$ cat config.mk
export PLATFORM = sky130hd
export DESIGN_NAME = ehash_ram
export DESIGN_NICKNAME = d
export VERILOG_FILES = /design/src/design/ehash_ram.sv
export SDC_FILE = /design/constraint.sdc
export NUM_CORES = 1
export LEC_CHECK = 0
export ABC_AREA = 1
export BUFFER_PORTS_ARGS = -buffer_cell sky130_fd_sc_hd__buf_4
export CAP_MARGIN = 20
export CORE_ASPECT_RATIO = 0.5
export CORE_MARGIN = 10
export CORE_UTILIZATION = 35
export CTS_BUF_LIST = sky130_fd_sc_hd__clkbuf_4 sky130_fd_sc_hd__clkbuf_8
export CTS_CLUSTER_SIZE = 20
export DETAILED_ROUTE_END_ITERATION = 7
export PLACE_DENSITY_LB_ADDON = 0.2
export REMOVE_ABC_BUFFERS = 1
export SLEW_MARGIN = 40
export SYNTH_ARGS = -nofsm -noshare
export SYNTH_HDL_FRONTEND = slang
export SYNTH_SLANG_ARGS = --single-unit
$ cat constraint.sdc
create_clock -name clock -period 3 [get_ports clock]
set_input_delay 0.15 -clock clock [delete_from_list [all_inputs] [get_ports clock]]
set_output_delay 0.15 -clock clock [all_outputs]
set_load 0.03 [all_outputs]
$ cat src/design/ehash_ram.sv
// ---------------------------------------------------------------------------
// ehash_ram: simple dual-port memory
// One write port and one read port with registered read data.
// ---------------------------------------------------------------------------
module ehash_ram #(
   parameter int WIDTH  = 8,
   parameter int DEPTH  = 16,
   parameter int ADDR_W = $clog2(DEPTH)
) (
   input  logic              clock,
   input  logic              wr_en,
   input  logic [ADDR_W-1:0] wr_addr,
   input  logic [WIDTH-1:0]  wr_data,
   input  logic [ADDR_W-1:0] rd_addr,
   output logic [WIDTH-1:0]  rd_data
);

   logic [WIDTH-1:0] mem [DEPTH];
   logic [WIDTH-1:0] rd_data_ff;

   always_ff @(posedge clock) begin
      if (wr_en) begin
         mem[wr_addr] <= wr_data;
      end
      rd_data_ff <= mem[rd_addr];
   end

   assign rd_data = rd_data_ff;

endmodule

Word-level counts from Yosys, hierarchy flattened
Memories as Yosys holds them, arrays and structs flattened. A register that Yosys moved wholly into a read port is not among the register bits.
Index checks and enable logic that the tools add are counted.
W data, S select, Z words.
{ "word_totals": {"register_bits": 0, "ramBits": 128, "input_bits": 18, "out_inout_bits": 8, "n_memories": 1} }
{ "memory_table": {"columns": ["name", "words", "width", "read_ports", "rd_clocked_by_memory_dff", "wr", "line_no", "source"], "rows": [
  ["mem", 16, 8, 1, 1, 1, "18", "logic [WIDTH-1:0] mem [DEPTH];"]
]} }
{ "classes": {"mux": 2} }
{ "ops": {"columns": ["op", "count"], "rows": [
  ["$mux W1", 2]
]} }

Longest topological paths before layout
{ "depth": {"ltp_word": 2, "depth_mapped": 8} }

Worst setup path before layout
No wires, ideal clock.
{ "synth_path": {"path_type": "input to register", "startpoint": "input wr_addr[2]", "endpoint": "memory mem[10][0] (enable)", "setup_time_ns": 0.370, "arrival_time_ns": 0.731, "required_ns": 2.630, "slack_ns": 1.899, "path_stages": 2, "cell_sequence": "nand3b_1 nor2_1"} }
{ "synth_rtl": {"columns": ["item", "line_no", "source"], "rows": [
  ["start, declared", "12", "input logic [ADDR_W-1:0] wr_addr,"],
  ["end, declared", "18", null]
]} }
No word-level cell before the write port.

Worst setup path in the final report
{ "layout_path": {"startpoint": "register rd_data_ff[2], in the netlist rd_data[2] (read register of mem)", "endpoint": "output rd_data[2]"} }
{ "layout_rtl": {"columns": ["item", "line_no", "source"], "rows": [
  ["start, declared", "19", "logic [WIDTH-1:0] rd_data_ff;"],
  ["end, declared", "15", "output logic [WIDTH-1:0] rd_data"]
]} }
No word-level cell between the ends.

==> results.sh <==
export IMPL_status="finished clean"
export IMPL_max_slew_margin=0.464
export IMPL_cts_clk_slew_worst_paths_ps=90
export IMPL_critical_path_class="register to output pin"
export IMPL_whs_path_depth=1
export IMPL_postCtsSetupRepairBufs=0
export IMPL_cpPeakStageDelay_ps=430
export IMPL_cts_tree="done"
export IMPL_antenna_found_initial=0
export IMPL_endpoint_kind="output pin"
export IMPL_wl_met2_um=6170
export IMPL_power_leakage_nw=2.79
export IMPL_drtPass1Iterations=4
export IMPL_hold_buffers=0
export IMPL_ys_seq_area_frac=0.694
export IMPL_routed_via_density=4.51
export IMPL_rsz0062_at_grt="false"
export IMPL_worst_slack_ps=1770
export IMPL_finalSetupTns_ps=0
export IMPL_min_period_ps=1230
export IMPL_start_kind="register"
export IMPL_min_to="mem[7][0]"
export IMPL_period_share=0.410
export IMPL_hp_start="wr_data[0]"
export IMPL_path_delay_family="flip-flops"
export IMPL_met3_wirelength_um=518
export IMPL_ys_warn_count=0
export IMPL_max_cap_violations=0
export IMPL_gp_congestion=0.779
export IMPL_r2r_start="mem[5][6]"
export IMPL_dieArea_um2=22300
export IMPL_r2r_cells=6
export IMPL_rows=33
export IMPL_htree_levels=4
export IMPL_start_util=0.354
export IMPL_cts_root_buf="clkbuf_8"
export IMPL_gr_total_overflow=0
export IMPL_post_place_ws_ps=1400
export IMPL_area_growth_pct=14.0
export IMPL_die_w_um=202
export IMPL_finClkSkew_ps=13.8
export IMPL_netlist_cell_type_count=12
export IMPL_synth_avg_cell_area_um2=10.5
export IMPL_vdd_ir_drop_worst_mv=0.241
export IMPL_routed_wl_um=13100
export IMPL_fmax_mhz=814
export IMPL_holdWs_ps=38.0
export IMPL_yosys_register_bits=136
export IMPL_place_detailed_hpwl_um=8240
export IMPL_hold_class="input port to register"
export IMPL_fin_nets=592
export IMPL_powerDensity_nw_per_um2=636
export IMPL_die_h_um=111
export IMPL_drv_slew=0
export IMPL_boundaryPins=26
export IMPL_reg2reg_slack_ps=1920
export IMPL_worstPathRequired_ps=2850
export IMPL_setup_viol=0
export IMPL_critical_path_buf_inv_count=1
export IMPL_drc=0
export IMPL_routedWlPerCell_um=16.1
export IMPL_portBuffers=25
export IMPL_syn_cell_area_um2=5770
export IMPL_timing_final_hold_violations=0
export IMPL_num_vias=3669
export IMPL_clockBufferDepth=2
export IMPL_wl_met1_um=6300
export IMPL_critPathSlowestCell="dfxtp_1"
export IMPL_cts_inserted_buffers=17
export IMPL_track_usage=0.120
export IMPL_first_global_vias=3703
export IMPL_grt_max_degree=45
export IMPL_tightest_slew_ps=800
export IMPL_syn_inst=551
export IMPL_clock_latency_ps=450
export IMPL_ant_nets=0
export IMPL_cp_arrival_ps=1080
export IMPL_cts_num_sinks=136
export IMPL_cp_cell_sequence="buf_4"
export IMPL_diodes=0
export IMPL_core_area_um2=16300
export IMPL_r2r_end="rd_data[6]"
export IMPL_post_route_util=0.404
export IMPL_cts_resized=0
export IMPL_routed_top_layer="met4"
export IMPL_grt_pass1_wl_um=20700
export IMPL_drtIter0Drc=375
export IMPL_drive_above_1_share=0.112
export IMPL_critPathMaxFanout=1
power breakdown:
group	switching (W)	total, W	leakage (nW)	internal [W]
clock	0.000722	0.00176	0.236	0.00104
combinational	0.000202	0.000284	1.33	0.0000815
sequential	0.0000138	0.00213	1.22	0.00212
total	0.000938	0.00418	2.79	0.00325
placed cells by master (no fill, tap or decap):
cell type     n
nand2_1     173
edfxtp_1    128
inv_1       100
nand3_1      97
buf_4        28
clkbuf_8     19
nor2_1       13
dfxtp_1       8
bufinv_16     5
nor2_2        4
clkinv_2      3
clkinv_4      3
inv_2         2
nand3b_1      2
clkbuf_4      1
clkinvlp_4    1
flip-flops by register name, summed over array words and instances (netlist names):
register  count
mem         128
rd_data       8
how the worst max path moves through the flow:
stage	start	endpoint	cells past startpoint
5_1_grt	rd_addr[0]	rd_data[6]	7
6_report	rd_data[2]	rd_data[2]	1
4_1_cts	rd_data[2]	rd_data[2]	1
3_3_place_gp	wr_addr[2]	mem[8][4]	3
2_1_floorplan	rd_addr[0]	rd_data[2]	6
3_5_place_dp	wr_addr[2]	mem[10][2]	3
metal layers:
metal / GRT usage / vias up
met5: 0 / -
met4: 0.0343 / 0
met3: 0.0283 / 16
met2: 0.197 / 64
met1: 0.154 / 1774
li1: - / 1815
synthesized netlist by cell type:
master,n,area [um^2]
buf_1,1,3.75
buf_2,13,65.1
buf_4,4,30.0
buf_6,6,67.6
dfxtp_1,8,160
edfxtp_1,128,3840
inv_1,100,375
inv_2,2,7.51
nand2_1,173,649
nand3_1,97,485
nand3b_1,2,15.0
nor2_1,17,63.8
cell families (layout without fill, tap and decap cells):
| group | Yosys count | in the layout | share of synthesized area |
|---|---|---|---|
| DFF | 136 | 136 | 0.694 |
| and+or+nand+nor | 289 | 289 | 0.210 |
| buffers and inverters | 126 | 162 | 0.0952 |
through the flow:
step,cell area [um^2],cells,power [W]
final,6570,814,0.00418
after global routing,6570,814,0.00432
after CTS,6570,814,0.00420
after detailed placement,6100,782,0.00246
after global placement,6090,782,0.00246
after floorplan,5600,527,0.00231
area by class of cell:
cell class | count | area, um^2
Timing Repair Buffer | 28 | 210
Inverter | 102 | 383
Tap cell | 227 | 284
Fill cell | 1580 | 9700
Multi-Input combinational cell | 289 | 1220
Sequential cell | 136 | 4000
Clock buffer | 20 | 269
Clock inverter | 12 | 199
Power figures use the tool's default switching activity.
