File: src/design/ehash_pkg.sv
// ---------------------------------------------------------------------------
// ehash_pkg: shared types and codes of the extendible hash table
// Operation and status codes, the stored entry layout, the compare unit
// result and the sequencer states.
// ---------------------------------------------------------------------------
package ehash_pkg;

   localparam logic [1:0] OP_LOOKUP = 2'd0;
   localparam logic [1:0] OP_INSERT = 2'd1;
   localparam logic [1:0] OP_DELETE = 2'd2;

   localparam logic [1:0] ST_OK        = 2'd0;
   localparam logic [1:0] ST_NOT_FOUND = 2'd1;
   localparam logic [1:0] ST_NO_BUCKET = 2'd2;
   localparam logic [1:0] ST_DIR_FULL  = 2'd3;

   localparam int SLOT_BITS_RESET = 2;

   typedef struct packed {
      logic [63:0] hash;
      logic [63:0] parent_id;
      logic [63:0] block_id;
   } entry_type;

   typedef struct packed {
      logic hit;
      logic upper;
   } match_type;

   typedef enum logic [4:0] {
      S_CLEAR,
      S_IDLE,
      S_DIR,
      S_META,
      S_LOAD,
      S_DECIDE,
      S_FIND_RD,
      S_FIND_CHK,
      S_DEL_RD,
      S_DEL_WR,
      S_SPL_RD,
      S_SPL_WR,
      S_SPL_MB,
      S_SPL_MN,
      S_DSWEEP,
      S_SPL_NEXT,
      S_DONE
   } state_type;

endpackage

File: src/design/ehash_match.sv
// ---------------------------------------------------------------------------
// ehash_match: shared entry compare unit
// Compares a stored entry with the current key under the slot mask and
// picks the hash bit that decides which half of a split the entry goes to.
// ---------------------------------------------------------------------------
module ehash_match #(
   parameter int LDW = 4
) (
   input  ehash_pkg::entry_type ent,
   input  ehash_pkg::entry_type key,
   input  logic [3:0]           sb,
   input  logic [LDW-1:0]       bit_sel,
   output ehash_pkg::match_type result
);
   import ehash_pkg::*;

   logic [63:0] mask;
   logic [6:0]  shidx;

   always_comb begin
      mask         = ~(64'hFFFF_FFFF_FFFF_FFFF << sb);
      shidx        = 7'(sb) + 7'(bit_sel);
      result.hit   = (((ent.hash ^ key.hash) & mask) == 64'd0) &&
                     (ent.parent_id == key.parent_id) &&
                     (ent.block_id == key.block_id);
      result.upper = ent.hash[shidx[5:0]];
   end

endmodule

File: config.mk
export PLATFORM = sky130hd
export DESIGN_NAME = ehash_match
export DESIGN_NICKNAME = d
export VERILOG_FILES = /design/src/design/ehash_pkg.sv /design/src/design/ehash_match.sv
export SDC_FILE = /design/constraint.sdc
export NUM_CORES = 1
export LEC_CHECK = 0
export ABC_CLOCK_PERIOD_IN_PS = 3550
export BUFFER_PORTS_ARGS = -buffer_cell sky130_fd_sc_hd__buf_4
export CAP_MARGIN = 10
export CORE_AREA = 2 2 152 154
export DETAILED_ROUTE_END_ITERATION = 10
export DIE_AREA = 0 0 154 156
export PLACE_DENSITY = 0.47
export SYNTH_ARGS = -nofsm -noshare
export SYNTH_HDL_FRONTEND = slang
export SYNTH_SLANG_ARGS = --single-unit
export TNS_END_PERCENT = 100
File: constraint.sdc
create_clock -name vclk -period 3.55
set_input_delay 0.355 -clock vclk [all_inputs]
set_output_delay 0.355 -clock vclk [all_outputs]
set_load 0.01 [all_outputs]
## Yosys cells after proc, flatten, opt, wreduce, memory -nomap -nowiden

Index checks and enable logic that the tools add are counted.

- Flip-flop bits (word level): 0
- Bits of input ports: 392
- Output and inout port bits: 2
- Word-level logic and storage cells: 13

- Add/subtract/negate cells: 1
- Magnitude comparators: 1
- Equal/unequal tests: 2
- Shift operators: 1
- Mux-type cells: 2
- Bitwise logic cells: 3
- Reductions and logical operators: 3

Operators by type and width:

| cell | count |
|---|---|
| 64-bit equality test | 2 |
| 64-bit bitwise AND | 1 |
| 64-bit logical NOT | 1 |
| 64-bit NOT | 1 |
| 64-bit by 4-bit << shifter with 64-bit output (first input constant) | 1 |
| 64-bit bitwise XOR | 1 |
| 5-bit by 7-bit less-than comparator with 1-bit output (second input constant) | 1 |
| 1-bit binary-select mux with 6-bit select | 1 |
| 4-bit by 4-bit adder with 5-bit output | 1 |
| 1-bit logical AND | 2 |
| 1-bit 2-to-1 mux | 1 |

## Depth between registers and ports, before layout

Gate-level depths: netlist of run 1.

- Depth in word-level cells: 6
- Mapped depth: 7
- Depth with buffers taken out: 7

## Worst setup path after synthesis of run 1

No wires, ideal clock.

- Path type: input -> output
- Start: input port sb[1]
- End: output port result[0] in the netlist's numbering
- Arrival time: 2.570 ns
- Required time: 3.195 ns
- Setup slack: 0.625 ns
- Stages on the path: 7
- Path buffers: 2
- Cells stage by stage: clkbuf_1 -> inv_1 -> fa_1 -> buf_1 -> mux4_2 -> mux4_2 -> mux2_2

RTL lines:

| item | line | RTL |
|---|---|---|
| from (decl) | ehash_match.sv:11 | `input logic [3:0] sb,` |
| to (decl) | ehash_match.sv:13 | `output ehash_pkg::match_type result` |

==> out/metrics.csv, run 1 <==
stage;metric;value;unit
grt;initial antenna violation count;0;
sta;Worst Tran Pin Value;534;ps
setup_path;CP max FO;9;
yosys;area leader, netlist;xor2_1;
sta;Setup Total Neg Slack;0;ps
status;outcome;complete, no violations;
floorplanning;die area;24000;µm²
worst_hold_path;Hold Path Origin;sb[3];
sta;setup violators final;0;
yosys;syn avg cell area;8.57;µm²
power;Max VDD drop;0.0311;mV
route;Routed Antenna Nets;0;
sta;Tmin final;3150;ps
cells_and_area;register area;0;µm²
power;Leak;2.33;nW
cells_and_area;share of cells above drive strength 1;59.3;%
cells_and_area;number of diodes;0;
setup_path;Setup crit end kind;output port;
floorplanning;IO Pins;394;
cts;Post-CTS Setup Bufs;0;
route;# DRC;0;
floorplanning;core area;22400;µm²
grt;first-pass GRT wire length;16000;µm
cells_and_area;clock buf count;0;
sta;Pins Over Slew Limit;0;
yosys;top post-synthesis cells by count;xor2_1 (143), nor4_1 (35), mux4_2 (10);
setup_path;CP required;3190;ps
cts;post-cts hold buffer count;0;
worst_hold_path;Worst Hold Class;in -> out;
grt;largest net degree at the start of global routing;11;
yosys;synth top area cells;xor2_1 (61%), mux4_2 (11%), nor4_1 (11%);
floorplanning;Rows;55;
cells_and_area;total number of sequential cells;0;
route;routed vias/inst;3.53;
yosys;Distinct cells, synth;31;
cells_and_area;multi-input gate area in the final layout;2020;µm²
worst_hold_path;end of the worst hold path;result[1];
yosys;Mapped Nets;638;
cells_and_area;Fill cells;2498;
yosys;top cell type's share of synthesized area;60.6;%
cells_and_area;Area Growth Syn to Fin;130;%
sta;final worst path period share;88.6;%
placement;Placed Cells;835;
floorplanning;width of the chip;154;µm
route;total number of vias;2948;
worst_hold_path;hold-critical path depth;4;
setup_path;Max stage delay on crit path;750;ps
power;power per cell area;115;nW/µm²
cts;Resize count post-CTS;0;
setup_path;delay-heaviest family, CP;multiplexers;
flow_run;maxcap violations;0;
cells_and_area;Final Net Count;949;
grt;All-Layer GR Usage;8.44;%
floorplanning;chip height;156;µm
grt;GRT overflow;0;
yosys;Post-Syn Instances;241;
setup_path;Crit-path slowest cell;fa_1;
route;1st-pass router iterations;4;
sta;unrepaired setup endpoints after global routing;no;
sta;max_slew headroom;64.0;%
yosys;Post-Synthesis Cell Area;2070;µm²
setup_path;crit path cell chain;buf_4 > ha_1 > inv_1 > fa_1 > mux4_2 > mux4_2 > mux2_2 > buf_4;
setup_path;crit path DAT;2790;ps
yosys;most common cell in the synthesized netlist;xor2_1;
setup_path;CP Buf/Inv Count;3;
floorplanning;Initial Util;9.24;%
sta;Highest Clock Rate;318;MHz
placement;PortBufs;313;
sta;final hold viol count;0;
route;WL per Instance;13.3;µm
yosys;Seq/Total Area, Yosys;0;%
cells_and_area;final std cells w/o fill;835;
placement;Detailed Place HPWL;10600;µm
route;Initial DRC Count;71;
setup_path;WS Path Type;in -> out;
yosys;YS warnings;0;
setup_path;Worst setup SP type;input pin;
placement;RePlAce Congestion;0.734;
grt;number of global-route vias before repair;3222;
route;Routed WL;11100;µm
[stage by stage]
stage / total power, W / instance area [µm²] / setup slack [ps] / hold WS [ps] / util (%)
detailed placement: 0.000554 / 4760 / 399 / 1290 / 21.3
finish: 0.000546 / 4760 / 404 / 1270 / 21.3
global placement: 0.000550 / 4760 / 391 / 1280 / 21.3
floorplan: 0.000206 / 2070 / 625 / 1100 / -
global route: 0.000598 / 4760 / 288 / 1310 / 21.3
CTS: 0.000556 / 4760 / 384 / 1290 / 21.3
[routing by layer]
layer / track usage [%] / wire, µm / vias up
li1: - / - / 1491
met1: 9.60 / 4050 / 1277
met2: 16.5 / 5820 / 176
met3: 1.92 / 1100 / 4
met4: 0.757 / 102 / 0
met5: 0 / 0 / -
[how the worst max path moves through the flow]
| stage | endpoint | depth (start not counted) | start |
|---|---|---|---|
| 2_1_floorplan | result[0] | 7 | sb[1] |
| 3_3_place_gp | result[0] | 8 | sb[0] |
| 3_5_place_dp | result[0] | 8 | sb[0] |
| 4_1_cts | result[0] | 8 | sb[0] |
| 5_1_grt | result[0] | 8 | sb[0] |
| 6_report | result[0] | 8 | sb[0] |
[power breakdown]
group	internal [W]	switching, W
sequential	0	0
clock	0	0
combinational	0.000354	0.000192
total	0.000354	0.000192
[placed cells by master, fill, tap and decap left out, types with 2 or more instances in the layout]
cell type	netlist	routed
o2111ai_1	2	2
mux4_2	10	10
buf_4	1	315
xnor2_1	2	2
nor4_1	35	35
inv_1	4	4
a21oi_1	6	6
a21o_1	3	3
o21ai_0	2	2
nand4_1	6	6
xor2_1	143	143
ha_1	4	4
nor3_1	2	2
[area by class of cell]
cell class                      count  share of cell area (%)
Tap cell                          285                    7.49
Timing Repair Buffer              315                    49.7
Inverter                            4                   0.315
Multi-Input combinational cell    231                    42.5
[kinds of logic (layout without fill, tap and decap cells)]
kind of cell | count (synthesis) | in the layout | share of synthesized area [%]
buffers and inverters | 10 | 319 | 2.00
AOI/OAI and AO/OA | 23 | 23 | 7.75
xor gates and xnor gates | 145 | 145 | 61.5
and+or+nand+nor | 47 | 47 | 13.9
adders and majority gates | 5 | 5 | 3.39
muxes | 11 | 11 | 11.4
Power figures use the tool's default switching activity.
==> inputs of run 2 (changes only) <==
Settings changed: ABC_CLOCK_PERIOD_IN_PS 3550 to 2800, PLACE_DENSITY 0.47 to 0.49.
Clock period 3.55 ns to 2.8 ns, I/O delays scaled along.
==> out/metrics.csv, run 2 (synthesis results as in run 1) <==
stage;metric;value;unit
cells_and_area;final std cells w/o fill;843;
sta;Highest Clock Rate;363;MHz
floorplanning;IO Pins;394;
setup_path;Setup crit end kind;output port;
cells_and_area;total number of sequential cells;0;
cells_and_area;Fill cells;2505;
cts;post-cts hold buffer count;0;
grt;GRT overflow;0;
setup_path;WS Path Type;in -> out;
sta;hold slack;1100;ps
sta;Worst Tran Pin Value;470;ps
route;1st-pass router iterations;4;
route;WL per Instance;12.9;µm
setup_path;Crit-path slowest cell;fa_2;
route;routed vias/inst;3.53;
floorplanning;die area;24000;µm²
setup_path;crit path DAT;2470;ps
grt;largest net degree at the start of global routing;11;
sta;Pins Over Slew Limit;0;
cells_and_area;Final Net Count;957;
route;Initial DRC Count;51;
cells_and_area;share of cells above drive strength 1;60.2;%
floorplanning;Rows;55;
setup_path;crit path from;sb[0];
cells_and_area;Area Growth Syn to Fin;135;%
cells_and_area;Final Cell Area;4860;µm²
placement;RePlAce Congestion;0.790;
grt;initial antenna violation count;0;
grt;first-pass GRT wire length;15600;µm
sta;Tmin final;2750;ps
flow_run;maxcap violations;0;
setup_path;crit path cell chain;buf_4 > ha_4 > inv_1 > fa_2 > mux4_2 > mux4_2 > mux2_4 > buf_6;
route;Routed Antenna Nets;0;
setup_path;Max stage delay on crit path;680;ps
sta;final worst path period share;98.4;%
sta;Setup Total Neg Slack;0;ps
power;power per cell area;148;nW/µm²
route;total number of vias;2977;
cells_and_area;register area;0;µm²
floorplanning;Initial Util;9.24;%
sta;setup violators final;0;
setup_path;CP Buf/Inv Count;3;
placement;PortBufs;313;
placement;Detailed Place HPWL;10300;µm
cells_and_area;number of diodes;0;
power;Max VDD drop;0.0502;mV
setup_path;CP required;2520;ps
route;Routed WL;10900;µm
cells_and_area;most common cell after layout, fill and taps aside;buf_4;
grt;All-Layer GR Usage;8.18;%
status;outcome;complete, no violations;
route;# DRC;0;
floorplanning;chip height;156;µm
sta;final hold viol count;0;
placement;Placed Cells;843;
setup_path;Worst setup SP type;input pin;
cells_and_area;clock buf count;0;
floorplanning;width of the chip;154;µm
floorplanning;core area;22400;µm²
power;Leak;2.38;nW
setup_path;most used cell, CP;mux4_2;
sta;unrepaired setup endpoints after global routing;no;
sta;max_slew headroom;68.4;%
placement;Placed Area;4830;µm²
setup_path;delay-heaviest family, CP;multiplexers;
setup_path;CP max FO;8;
cells_and_area;commonest non-fill, non-tap cells in the layout;buf_4 (321), xor2_1 (143), nor4_1 (35);
worst_hold_path;Hold Path Origin;sb[3];
worst_hold_path;Worst Hold Class;in -> out;
grt;number of global-route vias before repair;3136;
## run 2: cell count changes in the layout (fill, tap and decap cells not counted)
| cell | delta |
|---|---|
| buf_4 | +6 |
| buf_12 | +1 |
| buf_6 | +1 |
| fa_1 | -1 |
| fa_2 | +1 |
| ha_1 | -1 |
| ha_4 | +1 |
| mux2_2 | -1 |
| mux2_4 | +1 |
## run 2: path summary, 6_finish.rpt
kind | to | slack, ps | cells past startpoint
setup / recovery | result[0] | 50 | 8
hold / removal | result[1] | 1100 | 4
## run 2: layout make-up
class              count  area (µm²)  share of cell area, %
inverters              4        15.0                  0.309
multi-input cells    231        2040                   42.1
well taps            285         357                   7.34
repair buffers       323        2440                   50.3
## run 2: where the power goes
part / leakage (nW) / total (W) / switching [W] / internal (W)
sequential: 0 / 0 / 0 / 0
combinational: 2.38 / 0.000721 / 0.000251 / 0.000469
clock: 0 / 0 / 0 / 0
## run 2: timing repair
item | in CTS | in global routing
pin swaps | 1 | 1
gates resized for setup | 3 | 2
hold endpoints to repair | 0 | 0
setup endpoints to repair | 1 | 1
setup buffers | 0 | 0
## run 2: metal layers
layer | GRT usage (%) | wire, µm
met2 | 16.4 | 5730
met1 | 9.63 | 4160
met5 | 0 | 0
met3 | 1.28 | 978
met4 | 0 | 0
## run 2: stage by stage
stage	util, %	total power [W]	setup slack, ps
after CTS	21.7	0.000723	12.5
after global placement	21.6	0.000712	-89.1
after floorplan	-	0.000261	25.4
after detailed placement	21.6	0.000716	-109
after global routing	21.7	0.000783	12.4
final	21.7	0.000721	45.1
